### config.mk
export PLATFORM = sky130hd
export DESIGN_NAME = lf_time_signal_envelope_gen
export DESIGN_NICKNAME = d
export VERILOG_FILES = /design/src/rtl/lfe_pkg.sv /design/src/rtl/lfe_ctrl.sv /design/src/rtl/lfe_datapath.sv /design/src/rtl/lf_time_signal_envelope_gen.sv
export VERILOG_INCLUDE_DIRS = /design/src /design/src/rtl
export SDC_FILE = /design/constraint.sdc
export NUM_CORES = 2
export LEC_CHECK = 0
export ABC_AREA = 1
export CAP_MARGIN = 25
export CORE_ASPECT_RATIO = 0.6
export CORE_UTILIZATION = 40
export DETAILED_ROUTE_END_ITERATION = 16
export DONT_BUFFER_PORTS = 1
export HOLD_SLACK_MARGIN = 0.12
export PLACE_DENSITY = 0.6
export SLEW_MARGIN = 15
export SYNTH_ARGS = -nofsm -noshare
export SYNTH_HDL_FRONTEND = slang
export SYNTH_SLANG_ARGS = --single-unit
### constraint.sdc
create_clock -name clk -period 7.95 [get_ports clk]
set_input_delay 0.795 -clock clk [delete_from_list [all_inputs] [get_ports clk]]
set_output_delay 0.795 -clock clk [all_outputs]
set_load 0.005 [all_outputs]
### src/rtl/lf_time_signal_envelope_gen_assert.svh
// Assertion macros for the envelope generator. Synthesis builds define SYNTH.
`ifndef LF_TIME_SIGNAL_ENVELOPE_GEN_ASSERT_SVH
`define LF_TIME_SIGNAL_ENVELOPE_GEN_ASSERT_SVH
`ifndef SYNTH
// Same-cycle implication, checked at every rising edge outside reset.
`define LFE_ASSERT_IMP(lbl, ante, cons) \
    lbl: assert property (@(posedge clk) disable iff (!rst_n) (ante) |-> (cons)) \
        else $error("lf envelope: same-cycle check failed");
// Next-cycle implication, checked at every rising edge outside reset.
`define LFE_ASSERT_NEXT(lbl, ante, cons) \
    lbl: assert property (@(posedge clk) disable iff (!rst_n) (ante) |=> (cons)) \
        else $error("lf envelope: next-cycle check failed");
`else
`define LFE_ASSERT_IMP(lbl, ante, cons)
`define LFE_ASSERT_NEXT(lbl, ante, cons)
`endif
`endif

### src/rtl/lfe_pkg.sv
`timescale 1ns / 1ps
package lfe_pkg;

    localparam int SEGMENTS_DEF     = 8;
    localparam int SAMPLE_WIDTH_DEF = 16;
    localparam int PHASE_WIDTH_DEF  = 32;

    localparam int RATE_W     = 20;
    localparam int STEP_W     = 32;
    localparam int CFG_IDX_W  = 2;
    localparam int CFG_DATA_W = 32;
    localparam int IN_TDATA_W = 48;
    localparam int IN_TUSER_W = 2;
    localparam int ELAPSED_W  = 31;
    localparam int TARGET_W   = 30;
    localparam int LEN_W      = 30;
    localparam int DUR_W      = 10;
    localparam int ENTRY_W    = 12;
    localparam int SEC_W      = 6;
    localparam int SINE_W     = 15;
    localparam int OUT_META_W = 10;

    localparam logic [ELAPSED_W-1:0] ELAPSED_MAX        = '1;
    localparam logic [DUR_W-1:0]     MS_PER_SECOND      = 10'd1000;
    localparam logic [SEC_W-1:0]     SECONDS_PER_MINUTE = 6'd60;

    localparam logic [CFG_IDX_W-1:0] CFG_SAMPLE_RATE    = 2'd0;
    localparam logic [CFG_IDX_W-1:0] CFG_CARRIER_ENABLE = 2'd1;
    localparam logic [CFG_IDX_W-1:0] CFG_PHASE_STEP     = 2'd2;

    typedef enum logic [1:0] {
        CMD_TICK   = 2'd0,
        CMD_START  = 2'd1,
        CMD_LOAD   = 2'd2,
        CMD_FINISH = 2'd3
    } cmd_t;

    typedef enum logic [1:0] {
        LVL_HIGH = 2'd0,
        LVL_LOW  = 2'd1,
        LVL_OFF  = 2'd2
    } level_t;

    typedef struct packed {
        logic [3:0]        seg_count;
        logic [1:0]        seg_power;
        logic [DUR_W-1:0]  seg_duration_ms;
        logic [2:0]        seg_slot;
        logic [RATE_W-1:0] start_offset;
        logic [SEC_W-1:0]  start_second;
    } in_word_t;

    typedef enum logic [3:0] {
        OP_NONE,
        OP_START,
        OP_LOAD,
        OP_FINISH,
        OP_LOC_INIT,
        OP_LOC_MUL,
        OP_LOC_CMP,
        OP_LOC_LEVEL,
        OP_TICK_A,
        OP_TICK_B,
        OP_TICK_C
    } dp_op_t;

    typedef struct packed {
        dp_op_t op;
        logic   out_load;
    } dp_cmd_t;

    typedef struct packed {
        logic loc_empty;
        logic loc_match;
        logic loc_last;
        logic boundary;
        logic out_free;
    } dp_status_t;

    typedef enum logic [3:0] {
        ST_IDLE,
        ST_LOC_INIT,
        ST_LOC_MUL,
        ST_LOC_CMP,
        ST_LOC_LEVEL,
        ST_TICK_A,
        ST_TICK_B,
        ST_TICK_C,
        ST_TICK_OUT
    } ctl_state_t;

    // Quarter-wave sine in Q15, seventeen points from 0 to a quarter turn.
    localparam logic [SINE_W-1:0] QUARTER_SINE [17] = '{
        15'd0,     15'd3212,  15'd6393,  15'd9512,  15'd12539, 15'd15446,
        15'd18204, 15'd20787, 15'd23170, 15'd25329, 15'd27245, 15'd28898,
        15'd30273, 15'd31356, 15'd32137, 15'd32609, 15'd32767
    };

    function automatic level_t power_code(input logic [1:0] p);
        level_t lvl;
        case (p)
            LVL_LOW: lvl = LVL_LOW;
            LVL_OFF: lvl = LVL_OFF;
            default: lvl = LVL_HIGH;
        endcase
        return lvl;
    endfunction

endpackage

### src/rtl/lfe_ctrl.sv
`timescale 1ns / 1ps
module lfe_ctrl (
    input  logic                clk,
    input  logic                rst_n,
    input  logic                in_valid,
    input  lfe_pkg::cmd_t       in_cmd,
    output logic                in_ready,
    input  lfe_pkg::dp_status_t status,
    output lfe_pkg::dp_cmd_t    cmd
);
    import lfe_pkg::*;

    ctl_state_t state_reg;
    ctl_state_t state_next;

    always_ff @(posedge clk or negedge rst_n)
    begin
        if (!rst_n)
        begin
            state_reg <= ST_IDLE;
        end
        else
        begin
            state_reg <= state_next;
        end
    end

    always_comb
    begin
        state_next   = state_reg;
        in_ready     = 1'b0;
        cmd.op       = OP_NONE;
        cmd.out_load = 1'b0;
        case (state_reg)
            ST_IDLE:
            begin
                in_ready = 1'b1;
                if (in_valid)
                begin
                    case (in_cmd)
                        CMD_TICK:
                        begin
                            state_next = ST_TICK_A;
                        end
                        CMD_START:
                        begin
                            cmd.op     = OP_START;
                            state_next = ST_LOC_INIT;
                        end
                        CMD_LOAD:
                        begin
                            cmd.op = OP_LOAD;
                        end
                        CMD_FINISH:
                        begin
                            cmd.op     = OP_FINISH;
                            state_next = ST_LOC_INIT;
                        end
                        default:
                        begin
                            state_next = ST_IDLE;
                        end
                    endcase
                end
            end
            ST_LOC_INIT:
            begin
                cmd.op     = OP_LOC_INIT;
                state_next = status.loc_empty ? ST_LOC_LEVEL : ST_LOC_MUL;
            end
            ST_LOC_MUL:
            begin
                cmd.op     = OP_LOC_MUL;
                state_next = ST_LOC_CMP;
            end
            ST_LOC_CMP:
            begin
                cmd.op = OP_LOC_CMP;
                if (status.loc_match || status.loc_last)
                begin
                    state_next = ST_LOC_LEVEL;
                end
                else
                begin
                    state_next = ST_LOC_MUL;
                end
            end
            ST_LOC_LEVEL:
            begin
                cmd.op     = OP_LOC_LEVEL;
                state_next = ST_IDLE;
            end
            ST_TICK_A:
            begin
                cmd.op     = OP_TICK_A;
                state_next = ST_TICK_B;
            end
            ST_TICK_B:
            begin
                cmd.op     = OP_TICK_B;
                state_next = ST_TICK_C;
            end
            ST_TICK_C:
            begin
                cmd.op     = OP_TICK_C;
                state_next = ST_TICK_OUT;
            end
            ST_TICK_OUT:
            begin
                // Hold here while the previous word still sits unread.
                if (status.out_free)
                begin
                    cmd.out_load = 1'b1;
                    state_next   = status.boundary ? ST_LOC_INIT : ST_IDLE;
                end
            end
            default:
            begin
                state_next = ST_IDLE;
            end
        endcase
    end

endmodule

### src/rtl/lfe_datapath.sv
`timescale 1ns / 1ps
module lfe_datapath #(
    parameter int SEGMENTS     = lfe_pkg::SEGMENTS_DEF,
    parameter int SAMPLE_WIDTH = lfe_pkg::SAMPLE_WIDTH_DEF,
    parameter int PHASE_WIDTH  = lfe_pkg::PHASE_WIDTH_DEF
) (
    input  logic                                         clk,
    input  logic                                         rst_n,
    input  lfe_pkg::dp_cmd_t                             cmd,
    output lfe_pkg::dp_status_t                          status,
    input  lfe_pkg::in_word_t                            in_word,
    input  logic                                         cfg_we,
    input  logic [lfe_pkg::CFG_IDX_W-1:0]                cfg_idx,
    input  logic [lfe_pkg::CFG_DATA_W-1:0]               cfg_wdata,
    input  logic                                         out_ready,
    output logic                                         out_valid,
    output logic [SAMPLE_WIDTH+lfe_pkg::OUT_META_W-1:0]  out_data
);
    import lfe_pkg::*;

    localparam int IDX_W   = (SEGMENTS > 1) ? $clog2(SEGMENTS) : 1;
    localparam int POS_W   = $clog2(SEGMENTS + 1);
    localparam int CONS_W  = POS_W + DUR_W;
    localparam int PROD_W  = CONS_W + RATE_W;
    localparam int AMP_W   = SAMPLE_WIDTH - 1;
    localparam int PROD2_W = AMP_W + SINE_W;
    localparam int OUT_W   = SAMPLE_WIDTH + OUT_META_W;
    localparam int INTERP_W = 30;
    localparam longint AMP_SCALE = longint'(1) << AMP_W;
    localparam logic [AMP_W-1:0] AMP_HIGH = AMP_W'((9 * AMP_SCALE + 5) / 10);
    localparam logic [AMP_W-1:0] AMP_LOW  = AMP_W'((135 * AMP_SCALE + 500) / 1000);

    // Architectural state.
    logic [ENTRY_W-1:0]     seg_table_reg [SEGMENTS];
    logic [POS_W-1:0]       total_reg, total_next;
    logic [POS_W-1:0]       pos_reg, pos_next;
    logic [ELAPSED_W-1:0]   elapsed_reg, elapsed_next;
    logic [RATE_W-1:0]      sec_elapsed_reg, sec_elapsed_next;
    logic [SEC_W-1:0]       sec_index_reg, sec_index_next;
    logic [RATE_W-1:0]      pending_reg, pending_next;
    level_t                 level_reg, level_next;
    logic [PHASE_WIDTH-1:0] phase_reg, phase_next;
    logic [RATE_W-1:0]      rate_reg, rate_next;
    logic                   carrier_reg, carrier_next;
    logic [STEP_W-1:0]      step_reg, step_next;
    logic                   out_valid_reg, out_valid_next;

    // Segment walk working registers.
    logic [TARGET_W-1:0]    target_reg, target_next;
    logic [POS_W-1:0]       loc_i_reg, loc_i_next;
    logic [CONS_W-1:0]      consumed_reg, consumed_next;
    logic [CONS_W-1:0]      sum_reg, sum_next;
    logic [PROD_W-1:0]      csr_reg, csr_next;
    logic [PROD_W-1:0]      prod_reg, prod_next;
    logic [DUR_W-1:0]       dur_reg, dur_next;

    // Tick working registers.
    level_t                 code_reg, code_next;
    logic [SINE_W-1:0]      base_reg, base_next;
    logic [INTERP_W-1:0]    interp_reg, interp_next;
    logic                   sat_reg, sat_next;
    logic                   neg_reg, neg_next;
    logic [ELAPSED_W-1:0]   inc_reg, inc_next;
    logic [LEN_W-1:0]       len_reg, len_next;
    logic                   adv_ok_reg, adv_ok_next;
    logic [RATE_W:0]        sec_step_reg, sec_step_next;
    logic [SINE_W-1:0]      mag_reg, mag_next;
    logic                   adv_taken_reg, adv_taken_next;
    logic                   boundary_reg, boundary_next;
    logic                   roll_reg, roll_next;
    logic [PROD2_W-1:0]     prod2_reg, prod2_next;
    logic [OUT_W-1:0]       out_data_reg, out_data_next;

    // Shared combinational terms.
    logic [POS_W-1:0]          rd_addr;
    logic [ENTRY_W-1:0]        rd_entry;
    logic [PHASE_WIDTH+31:0]   phase_ext;
    logic [31:0]               phase_top;
    logic [21:0]               r_fold;
    logic [22:0]               r_quarter;
    logic [4:0]                sine_idx;
    logic [17:0]               sine_frac;
    logic [4:0]                sine_idx_up;
    logic [11:0]               sine_diff;
    logic [31:0]               inc_full;
    logic [CONS_W-1:0]         sum_full;
    logic [PROD_W-1:0]         e_full;
    logic                      loc_match;
    logic [POS_W:0]            loc_i_inc;
    logic [INTERP_W:0]         interp_rnd;
    logic [AMP_W-1:0]          amp_sel;
    logic [PROD2_W:0]          prod2_rnd;
    logic [AMP_W-1:0]          carr_mag;
    logic [SAMPLE_WIDTH-1:0]   carr_word;
    logic [SAMPLE_WIDTH-1:0]   sample_word;
    logic [SEC_W-1:0]          sec_inc;

    // One table read port: the walk index during the multiply step, else the position.
    always_comb
    begin
        rd_addr  = (cmd.op == OP_LOC_MUL) ? loc_i_reg : pos_reg;
        rd_entry = '0;
        if (rd_addr < POS_W'(SEGMENTS))
        begin
            rd_entry = seg_table_reg[rd_addr[IDX_W-1:0]];
        end
    end

    // Carrier: quadrant fold and table lookup for linear interpolation.
    always_comb
    begin
        phase_ext   = {phase_reg, 32'd0} >> PHASE_WIDTH;
        phase_top   = phase_ext[31:0];
        r_fold      = phase_top[29:8];
        r_quarter   = phase_top[30] ? (23'h400000 - {1'b0, r_fold}) : {1'b0, r_fold};
        sine_idx    = r_quarter[22:18];
        sine_frac   = r_quarter[17:0];
        sine_idx_up = {1'b0, sine_idx[3:0]} + 5'd1;
        sine_diff   = 12'(QUARTER_SINE[sine_idx_up] - QUARTER_SINE[sine_idx[3:0]]);
    end

    always_comb
    begin
        case (code_reg)
            LVL_HIGH: amp_sel = AMP_HIGH;
            LVL_LOW:  amp_sel = AMP_LOW;
            default:  amp_sel = '0;
        endcase
    end

    always_comb
    begin
        inc_full   = {1'b0, elapsed_reg} + 32'd1000;
        sum_full   = consumed_reg + CONS_W'(rd_entry[DUR_W-1:0]);
        e_full     = PROD_W'(target_reg) - csr_reg;
        loc_match  = (dur_reg == '0) || (PROD_W'(target_reg) < prod_reg);
        loc_i_inc  = {1'b0, loc_i_reg} + 1'b1;
        interp_rnd = {1'b0, interp_reg} + (INTERP_W + 1)'(18'h20000);
        prod2_rnd  = {1'b0, prod2_reg} + (PROD2_W + 1)'(16384);
        carr_mag   = AMP_W'(prod2_rnd >> 15);
        carr_word  = neg_reg ? (SAMPLE_WIDTH'(0) - {1'b0, carr_mag}) : {1'b0, carr_mag};
        sample_word = carrier_reg ? carr_word : {1'b0, amp_sel};
        sec_inc    = sec_index_reg + 1'b1;
    end

    assign status.loc_empty = (total_reg == '0);
    assign status.loc_match = loc_match;
    assign status.loc_last  = (loc_i_inc >= {1'b0, total_reg});
    assign status.boundary  = boundary_reg;
    assign status.out_free  = !out_valid_reg || out_ready;

    assign out_valid = out_valid_reg;
    assign out_data  = out_data_reg;

    always_comb
    begin
        total_next       = total_reg;
        pos_next         = pos_reg;
        elapsed_next     = elapsed_reg;
        sec_elapsed_next = sec_elapsed_reg;
        sec_index_next   = sec_index_reg;
        pending_next     = pending_reg;
        level_next       = level_reg;
        phase_next       = phase_reg;
        target_next      = target_reg;
        loc_i_next       = loc_i_reg;
        consumed_next    = consumed_reg;
        sum_next         = sum_reg;
        csr_next         = csr_reg;
        prod_next        = prod_reg;
        dur_next         = dur_reg;
        code_next        = code_reg;
        base_next        = base_reg;
        interp_next      = interp_reg;
        sat_next         = sat_reg;
        neg_next         = neg_reg;
        inc_next         = inc_reg;
        len_next         = len_reg;
        adv_ok_next      = adv_ok_reg;
        sec_step_next    = sec_step_reg;
        mag_next         = mag_reg;
        adv_taken_next   = adv_taken_reg;
        boundary_next    = boundary_reg;
        roll_next        = roll_reg;
        prod2_next       = prod2_reg;
        case (cmd.op)
            OP_START:
            begin
                sec_index_next   = (in_word.start_second >= SECONDS_PER_MINUTE) ?
                                   (in_word.start_second - SECONDS_PER_MINUTE) :
                                   in_word.start_second;
                sec_elapsed_next = in_word.start_offset;
                pending_next     = in_word.start_offset;
            end
            OP_FINISH:
            begin
                if (int'(in_word.seg_count) > SEGMENTS)
                begin
                    total_next = POS_W'(SEGMENTS);
                end
                else
                begin
                    total_next = POS_W'(in_word.seg_count);
                end
            end
            OP_LOC_INIT:
            begin
                target_next   = pending_reg * MS_PER_SECOND;
                loc_i_next    = '0;
                consumed_next = '0;
                csr_next      = '0;
                pos_next      = '0;
                elapsed_next  = '0;
            end
            OP_LOC_MUL:
            begin
                dur_next  = rd_entry[DUR_W-1:0];
                sum_next  = sum_full;
                prod_next = sum_full * rate_reg;
            end
            OP_LOC_CMP:
            begin
                if (loc_match)
                begin
                    pos_next     = loc_i_reg;
                    elapsed_next = (e_full > PROD_W'(ELAPSED_MAX)) ? ELAPSED_MAX :
                                   ELAPSED_W'(e_full);
                end
                else
                begin
                    consumed_next = sum_reg;
                    csr_next      = prod_reg;
                    loc_i_next    = POS_W'(loc_i_inc);
                end
            end
            OP_LOC_LEVEL:
            begin
                level_next = (pos_reg < total_reg) ? power_code(rd_entry[11:10]) : LVL_HIGH;
            end
            OP_TICK_A:
            begin
                code_next     = level_reg;
                base_next     = QUARTER_SINE[sine_idx[3:0]];
                interp_next   = sine_diff * sine_frac;
                sat_next      = sine_idx[4];
                neg_next      = phase_top[31];
                if (carrier_reg)
                begin
                    phase_next = phase_reg + PHASE_WIDTH'(step_reg);
                end
                inc_next      = (inc_full > {1'b0, ELAPSED_MAX}) ? ELAPSED_MAX :
                                ELAPSED_W'(inc_full);
                len_next      = rd_entry[DUR_W-1:0] * rate_reg;
                adv_ok_next   = (pos_reg < total_reg) && (rd_entry[DUR_W-1:0] != '0);
                sec_step_next = {1'b0, sec_elapsed_reg} + 1'b1;
            end
            OP_TICK_B:
            begin
                mag_next = sat_reg ? QUARTER_SINE[16] :
                           (base_reg + SINE_W'(interp_rnd >> 18));
                adv_taken_next = adv_ok_reg && (inc_reg >= {1'b0, len_reg});
                if (adv_ok_reg && (inc_reg >= {1'b0, len_reg}))
                begin
                    elapsed_next = inc_reg - {1'b0, len_reg};
                    pos_next     = pos_reg + 1'b1;
                end
                else
                begin
                    elapsed_next = inc_reg;
                end
                boundary_next = (sec_step_reg >= {1'b0, rate_reg});
                roll_next     = 1'b0;
                if (sec_step_reg >= {1'b0, rate_reg})
                begin
                    sec_elapsed_next = RATE_W'(sec_step_reg - {1'b0, rate_reg});
                    pending_next     = '0;
                    if (sec_inc >= SECONDS_PER_MINUTE)
                    begin
                        sec_index_next = '0;
                        roll_next      = 1'b1;
                    end
                    else
                    begin
                        sec_index_next = sec_inc;
                    end
                end
                else
                begin
                    sec_elapsed_next = RATE_W'(sec_step_reg);
                end
            end
            OP_TICK_C:
            begin
                if (adv_taken_reg)
                begin
                    level_next = (pos_reg < total_reg) ? power_code(rd_entry[11:10]) :
                                 LVL_HIGH;
                end
                prod2_next = amp_sel * mag_reg;
            end
            default:
            begin
                total_next = total_reg;
            end
        endcase
    end

    always_comb
    begin
        rate_next    = rate_reg;
        carrier_next = carrier_reg;
        step_next    = step_reg;
        if (cfg_we)
        begin
            case (cfg_idx)
                CFG_SAMPLE_RATE:    rate_next    = cfg_wdata[RATE_W-1:0];
                CFG_CARRIER_ENABLE: carrier_next = cfg_wdata[0];
                CFG_PHASE_STEP:     step_next    = cfg_wdata[STEP_W-1:0];
                default:            rate_next    = rate_reg;
            endcase
        end
    end

    always_comb
    begin
        out_valid_next = out_valid_reg;
        out_data_next  = out_data_reg;
        if (cmd.out_load)
        begin
            out_valid_next = 1'b1;
            out_data_next  = {roll_reg, boundary_reg, sec_index_reg, code_reg, sample_word};
        end
        else if (out_ready)
        begin
            out_valid_next = 1'b0;
        end
    end

    always_ff @(posedge clk or negedge rst_n)
    begin
        if (!rst_n)
        begin
            total_reg       <= '0;
            pos_reg         <= '0;
            elapsed_reg     <= '0;
            sec_elapsed_reg <= '0;
            sec_index_reg   <= '0;
            pending_reg     <= '0;
            level_reg       <= LVL_HIGH;
            phase_reg       <= '0;
            rate_reg        <= RATE_W'(48000);
            carrier_reg     <= 1'b0;
            step_reg        <= '0;
            out_valid_reg   <= 1'b0;
        end
        else
        begin
            total_reg       <= total_next;
            pos_reg         <= pos_next;
            elapsed_reg     <= elapsed_next;
            sec_elapsed_reg <= sec_elapsed_next;
            sec_index_reg   <= sec_index_next;
            pending_reg     <= pending_next;
            level_reg       <= level_next;
            phase_reg       <= phase_next;
            rate_reg        <= rate_next;
            carrier_reg     <= carrier_next;
            step_reg        <= step_next;
            out_valid_reg   <= out_valid_next;
        end
    end

    always_ff @(posedge clk)
    begin
        target_reg    <= target_next;
        loc_i_reg     <= loc_i_next;
        consumed_reg  <= consumed_next;
        sum_reg       <= sum_next;
        csr_reg       <= csr_next;
        prod_reg      <= prod_next;
        dur_reg       <= dur_next;
        code_reg      <= code_next;
        base_reg      <= base_next;
        interp_reg    <= interp_next;
        sat_reg       <= sat_next;
        neg_reg       <= neg_next;
        inc_reg       <= inc_next;
        len_reg       <= len_next;
        adv_ok_reg    <= adv_ok_next;
        sec_step_reg  <= sec_step_next;
        mag_reg       <= mag_next;
        adv_taken_reg <= adv_taken_next;
        boundary_reg  <= boundary_next;
        roll_reg      <= roll_next;
        prod2_reg     <= prod2_next;
        out_data_reg  <= out_data_next;
    end

    // The segment table holds whatever software loads; slots past the depth are dropped.
    always_ff @(posedge clk)
    begin
        if ((cmd.op == OP_LOAD) && (int'(in_word.seg_slot) < SEGMENTS))
        begin
            seg_table_reg[IDX_W'(in_word.seg_slot)] <= {in_word.seg_power,
                                                        in_word.seg_duration_ms};
        end
    end

endmodule

### src/rtl/lf_time_signal_envelope_gen.sv
// Tick: the word runs through TICK_A, TICK_B and TICK_C; its result is registered in
// TICK_OUT once the output register is free, and no word is taken before that. Start,
// finish and a tick that opens a new second walk the table: LOC_INIT, a multiply and a
// compare step per entry up to the match (at most SEGMENTS), LOC_LEVEL. Reset (rst_n low,
// asynchronous) resets timing, level and configuration; the table is undefined until loaded.
`timescale 1ns / 1ps
`include "lf_time_signal_envelope_gen_assert.svh"
module lf_time_signal_envelope_gen #(
    parameter int SEGMENTS     = lfe_pkg::SEGMENTS_DEF,
    parameter int SAMPLE_WIDTH = lfe_pkg::SAMPLE_WIDTH_DEF,
    parameter int PHASE_WIDTH  = lfe_pkg::PHASE_WIDTH_DEF,
    localparam int OUT_TDATA_W = ((SAMPLE_WIDTH + lfe_pkg::OUT_META_W + 7) / 8) * 8
) (
    input  logic                               clk,
    input  logic                               rst_n,
    // Input word.
    input  logic                               s_axis_tvalid,
    output logic                               s_axis_tready,
    // tdata, lowest bit up: start_second[5:0], start_offset[19:0], seg_slot[2:0],
    // seg_duration_ms[9:0], seg_power[1:0], seg_count[3:0], zero fill.
    input  logic [lfe_pkg::IN_TDATA_W-1:0]     s_axis_tdata,
    // tuser, lowest bit up: cmd[1:0].
    input  logic [lfe_pkg::IN_TUSER_W-1:0]     s_axis_tuser,
    // Result word.
    output logic                               m_axis_tvalid,
    input  logic                               m_axis_tready,
    // tdata, lowest bit up: sample[SAMPLE_WIDTH-1:0] (signed), envelope_code[1:0],
    // second_now[5:0], need_table, minute_rollover, zero fill.
    output logic [OUT_TDATA_W-1:0]             m_axis_tdata,
    // Configuration write.
    input  logic                               cfg_valid,
    output logic                               cfg_ready,
    input  logic [lfe_pkg::CFG_IDX_W-1:0]      cfg_index,
    input  logic [lfe_pkg::CFG_DATA_W-1:0]     cfg_data
);
    import lfe_pkg::*;

    localparam int OUT_W = SAMPLE_WIDTH + OUT_META_W;

    dp_cmd_t          ctl_cmd;
    dp_status_t       dp_status;
    in_word_t         in_word;
    logic [OUT_W-1:0] out_fields;

    // The input fields are packed from bit 0 upward; the packed struct lists them
    // highest first, so a plain slice of tdata lines them up.
    assign in_word = s_axis_tdata[$bits(in_word_t)-1:0];

    // Registers are written whenever offered. Software must only write them while the block is
    // idle; the block does not enforce this and has no interlock with the sequencer.
    assign cfg_ready = 1'b1;

    // The controller owns the input handshake and sequences the datapath. A tick walks
    // through three working states (sine fold and lookup, interpolation and timing update,
    // envelope product) before its word is loaded into the output register. The output
    // register is the skid stage: a new word is accepted while a result waits, and only
    // the load of the following result waits for the downstream side.
    lfe_ctrl u_ctrl (
        .clk      (clk),
        .rst_n    (rst_n),
        .in_valid (s_axis_tvalid),
        .in_cmd   (cmd_t'(s_axis_tuser)),
        .in_ready (s_axis_tready),
        .status   (dp_status),
        .cmd      (ctl_cmd)
    );

    // The datapath keeps the segment table, the milli-sample segment timer, the second
    // and minute counters, the carrier phase accumulator and the configuration registers.
    // At a second boundary, and after start or finish, the table is walked, a multiply and a
    // compare step per entry, to find the segment that covers the pending offset.
    lfe_datapath #(
        .SEGMENTS     (SEGMENTS),
        .SAMPLE_WIDTH (SAMPLE_WIDTH),
        .PHASE_WIDTH  (PHASE_WIDTH)
    ) u_datapath (
        .clk       (clk),
        .rst_n     (rst_n),
        .cmd       (ctl_cmd),
        .status    (dp_status),
        .in_word   (in_word),
        .cfg_we    (cfg_valid && cfg_ready),
        .cfg_idx   (cfg_index),
        .cfg_wdata (cfg_data),
        .out_ready (m_axis_tready),
        .out_valid (m_axis_tvalid),
        .out_data  (out_fields)
    );

    assign m_axis_tdata = OUT_TDATA_W'(out_fields);

    // A tick keeps the block busy for its working cycles.
    `LFE_ASSERT_NEXT(a_tick_busy, s_axis_tvalid && s_axis_tready && (s_axis_tuser == CMD_TICK), !s_axis_tready)
    // A table load completes in the cycle it is accepted.
    `LFE_ASSERT_NEXT(a_load_one_cycle, s_axis_tvalid && s_axis_tready && (s_axis_tuser == CMD_LOAD), s_axis_tready)
    // A result is never loaded over a word the downstream side has not taken.
    `LFE_ASSERT_IMP(a_no_overwrite, ctl_cmd.out_load, !m_axis_tvalid || m_axis_tready)

endmodule

==> flow_metrics.env <==
export IMPL_crit_type="register to register"
export IMPL_place_port_buffers=0
export IMPL_synth_edff_count=408
export IMPL_reg2reg_slack_ns=-0.59
export IMPL_instances_no_fill=10500
export IMPL_cap_violations=0
export IMPL_drtAntennaViolNets=0
export IMPL_wl_per_cell_um=20.1
export IMPL_post_place_cells=10300
export IMPL_die_area_um2=165000
export IMPL_synth_most_common_cell="nand2_1"
export IMPL_antenna_found_initial=13
export IMPL_insertion_delay_ns=0.71
export IMPL_clockBufferDepth=3
export IMPL_mappedNetlistArea_um2=65200
export IMPL_die_x_um=523
export IMPL_hpwlAfterDp_mm=168
export IMPL_worst_clock_skew_ns=0.0362
export IMPL_grt_max_degree=171
export IMPL_cts_root_buf="clkbuf_16"
export IMPL_cts_buffers=66
export IMPL_clkSinkCount=585
export IMPL_drive_gt1_frac=0.156
export IMPL_cp_startpoint="u_ctrl.state_reg[2]"
export IMPL_ys_seq_elements=585
export IMPL_status="finished, violations left"
export IMPL_failed_checks="setup timing"
export IMPL_synthDistinctLibCells=69
export IMPL_cp_max_fo=9
export IMPL_hp_start="s_axis_tdata[30]"
export IMPL_clkTransAtPathRegs_ns=0.07
export IMPL_design_core_area_um2=161000
export IMPL_drv_slew=0
export IMPL_required_ns=8.40
export IMPL_largest_reg_flops=96
export IMPL_final_min_clock_period_ns=8.54
export IMPL_avgSynthCellArea_um2=8.38
export IMPL_fin_ws_ns=-0.586
export IMPL_synth_flop_cell="edfxtp_1"
export IMPL_syn_inst=7779
export IMPL_grt_usage=0.257
export IMPL_crit_path_start_kind="register"
export IMPL_yosys_area_top_type_share=0.213
export IMPL_yosys_top_cells_count="1518 x nand2_1, 1439 x inv_1, 804 x nor2_1"
export IMPL_ioPinCount=124
export IMPL_initial_core_util=0.404
export IMPL_period_share=1.07
export IMPL_h_tree_depth=3
export IMPL_nNetsFinal=9700
export IMPL_slew_headroom=0.261
export IMPL_synth_top_area_cell="fa_1"
export IMPL_fp_dieH_um=315
export IMPL_grt_overflow_total=0
export IMPL_reg2reg_from="u_ctrl.state_reg[2]"
export IMPL_rr_worst_depth=44
export IMPL_drcViolationCount=0
export IMPL_end_kind="register"
export IMPL_grt_pass1_vias=53300
export IMPL_cts_tree="built"
export IMPL_slowest_stage="fa_1"
export IMPL_via_count=54600
export IMPL_max_freq_mhz=117
export IMPL_syn_to_final_growth_pct=18.1
export IMPL_setup_viol=34
export IMPL_cp_common_cell="fa_1"
export IMPL_grt_pass1_wl_mm=320
export IMPL_row_count=114
export IMPL_gp_congestion=0.998
export IMPL_slowest_delay_ns=0.56
export IMPL_hp_class="input pin to register"
export IMPL_synthArstFlopShare=0.303
export IMPL_worst_pin_slew_ns=1.11
export IMPL_ys_warn_count=0
export IMPL_hold_depth=0
export IMPL_drt_iter0_markers=5573
export IMPL_ys_seq_area_frac=0.256
export IMPL_yosys_top_cells_area="fa_1 21%, edfxtp_1 19%, ha_1 12%"
export IMPL_rsz0062_at_grt="true"
export IMPL_hold_viol=0
export IMPL_route_final_wire_length_mm=211
export IMPL_crit_arrival_ns=8.99
export IMPL_first_pass_iters=6
export IMPL_vias_per_cell=5.20
==> placed cells by master, fill, tap and decap left out, types with 51 or more instances in the layout <==
cell | Yosys | routed
o21ai_0 | 339 | 299
fa_1 | 695 | 678
edfxtp_1 | 408 | 408
nand2_2 | 25 | 68
ha_4 | 0 | 51
a21oi_1 | 403 | 358
xnor2_1 | 83 | 78
nand4_1 | 61 | 61
inv_2 | 18 | 64
buf_4 | 21 | 551
inv_1 | 1439 | 1378
nor2_1 | 804 | 753
nor3_1 | 77 | 61
nand3_1 | 274 | 248
o211ai_1 | 56 | 56
ha_1 | 617 | 566
nand2_1 | 1518 | 1454
dfrtp_1 | 170 | 167
xor2_1 | 186 | 174
clkbuf_16 | 0 | 71
==> path summary, 6_finish.rpt <==
check                                                 end
max                               u_datapath.prod_reg[32]
min                        u_datapath.seg_table_reg[1][1]
max reg2reg                       u_datapath.prod_reg[32]
min reg2reg                       u_datapath.out_data[25]
max in group asynchronous        u_datapath.phase_reg[21]
min in group asynchronous          u_datapath.rate_reg[8]
==> cell type report <==
class,instances,area (um^2)
Multi-Input combinational cell,5521,44300
Clock buffer,90,1830
Antenna cell,3,7.51
Sequential cell,585,16700
Clock inverter,29,298
Timing Repair Buffer,641,5570
Tap cell,2146,2690
Inverter,1484,5650
Fill cell,15600,84500
==> layer usage <==
| layer | GRT usage | vias to the layer above | part of all wire |
|---|---|---|---|
| li1 | - | 25700 | - |
| met1 | 0.398 | 26300 | 0.48 |
| met2 | 0.326 | 2342 | 0.37 |
| met3 | 0.107 | 216 | 0.13 |
| met4 | 0.0420 | 14 | 0.016 |
| met5 | 0 | - | 0.00038 |
==> critical path, delay by kind of cell (launching register included) <==
| family | cells | cell delay (ns) |
|---|---|---|
| XOR/XNOR | 1 | 0.06 |
| adder cells (fa/ha/maj) | 8 | 3.58 |
| AO/OA/AOI/OAI | 7 | 1.04 |
| buffers and inverters | 11 | 1.07 |
| flip-flops | 1 | 0.40 |
| AND/OR/NAND/NOR | 17 | 2.11 |
==> timing repair <==
item | CTS | global route
cloned | 7 | 2
hold buffers | 3 | 0
hold endpoints to repair | 170 | 0
pin swaps | 128 | 120
endpoints found under the setup margin | 38 | 38
setup buffers | 78 | 31
gates resized for setup | 364 | 190
==> cells by family after synthesis <==
group / share of synthesized area
AO/OA/AOI/OAI: 0.0885
XOR/XNOR: 0.0361
adder cells (fa/ha/maj): 0.332
buffers and inverters: 0.0998
flip-flops: 0.256
multiplexers: 0.00223
other: 0.000115
AND/OR/NAND/NOR: 0.185
==> per-stage QoR <==
| step | worst slack (ns) | hold slack, ns | util | instance area [um^2] | setup TNS (ns) |
|---|---|---|---|---|---|
| 5_1_grt | -0.874 | 0.161 | 0.477 | 77000 | -21.46 |
| 3_5_place_dp | -0.768 | 0.416 | 0.443 | 71500 | -19.00 |
| 6_report | -0.586 | 0.193 | 0.477 | 77000 | -10.95 |
| 4_1_cts | -0.446 | 0.154 | 0.470 | 75900 | -7.45 |
| 3_3_place_gp | -0.696 | 0.409 | 0.443 | 71500 | -16.56 |
| 2_1_floorplan | 0.00377 | 0.400 | - | 65500 | 0 |
Power is left out: the tool's default activity adds up to more than one toggle a clock period on the data nets, which glitch-free logic cannot reach.
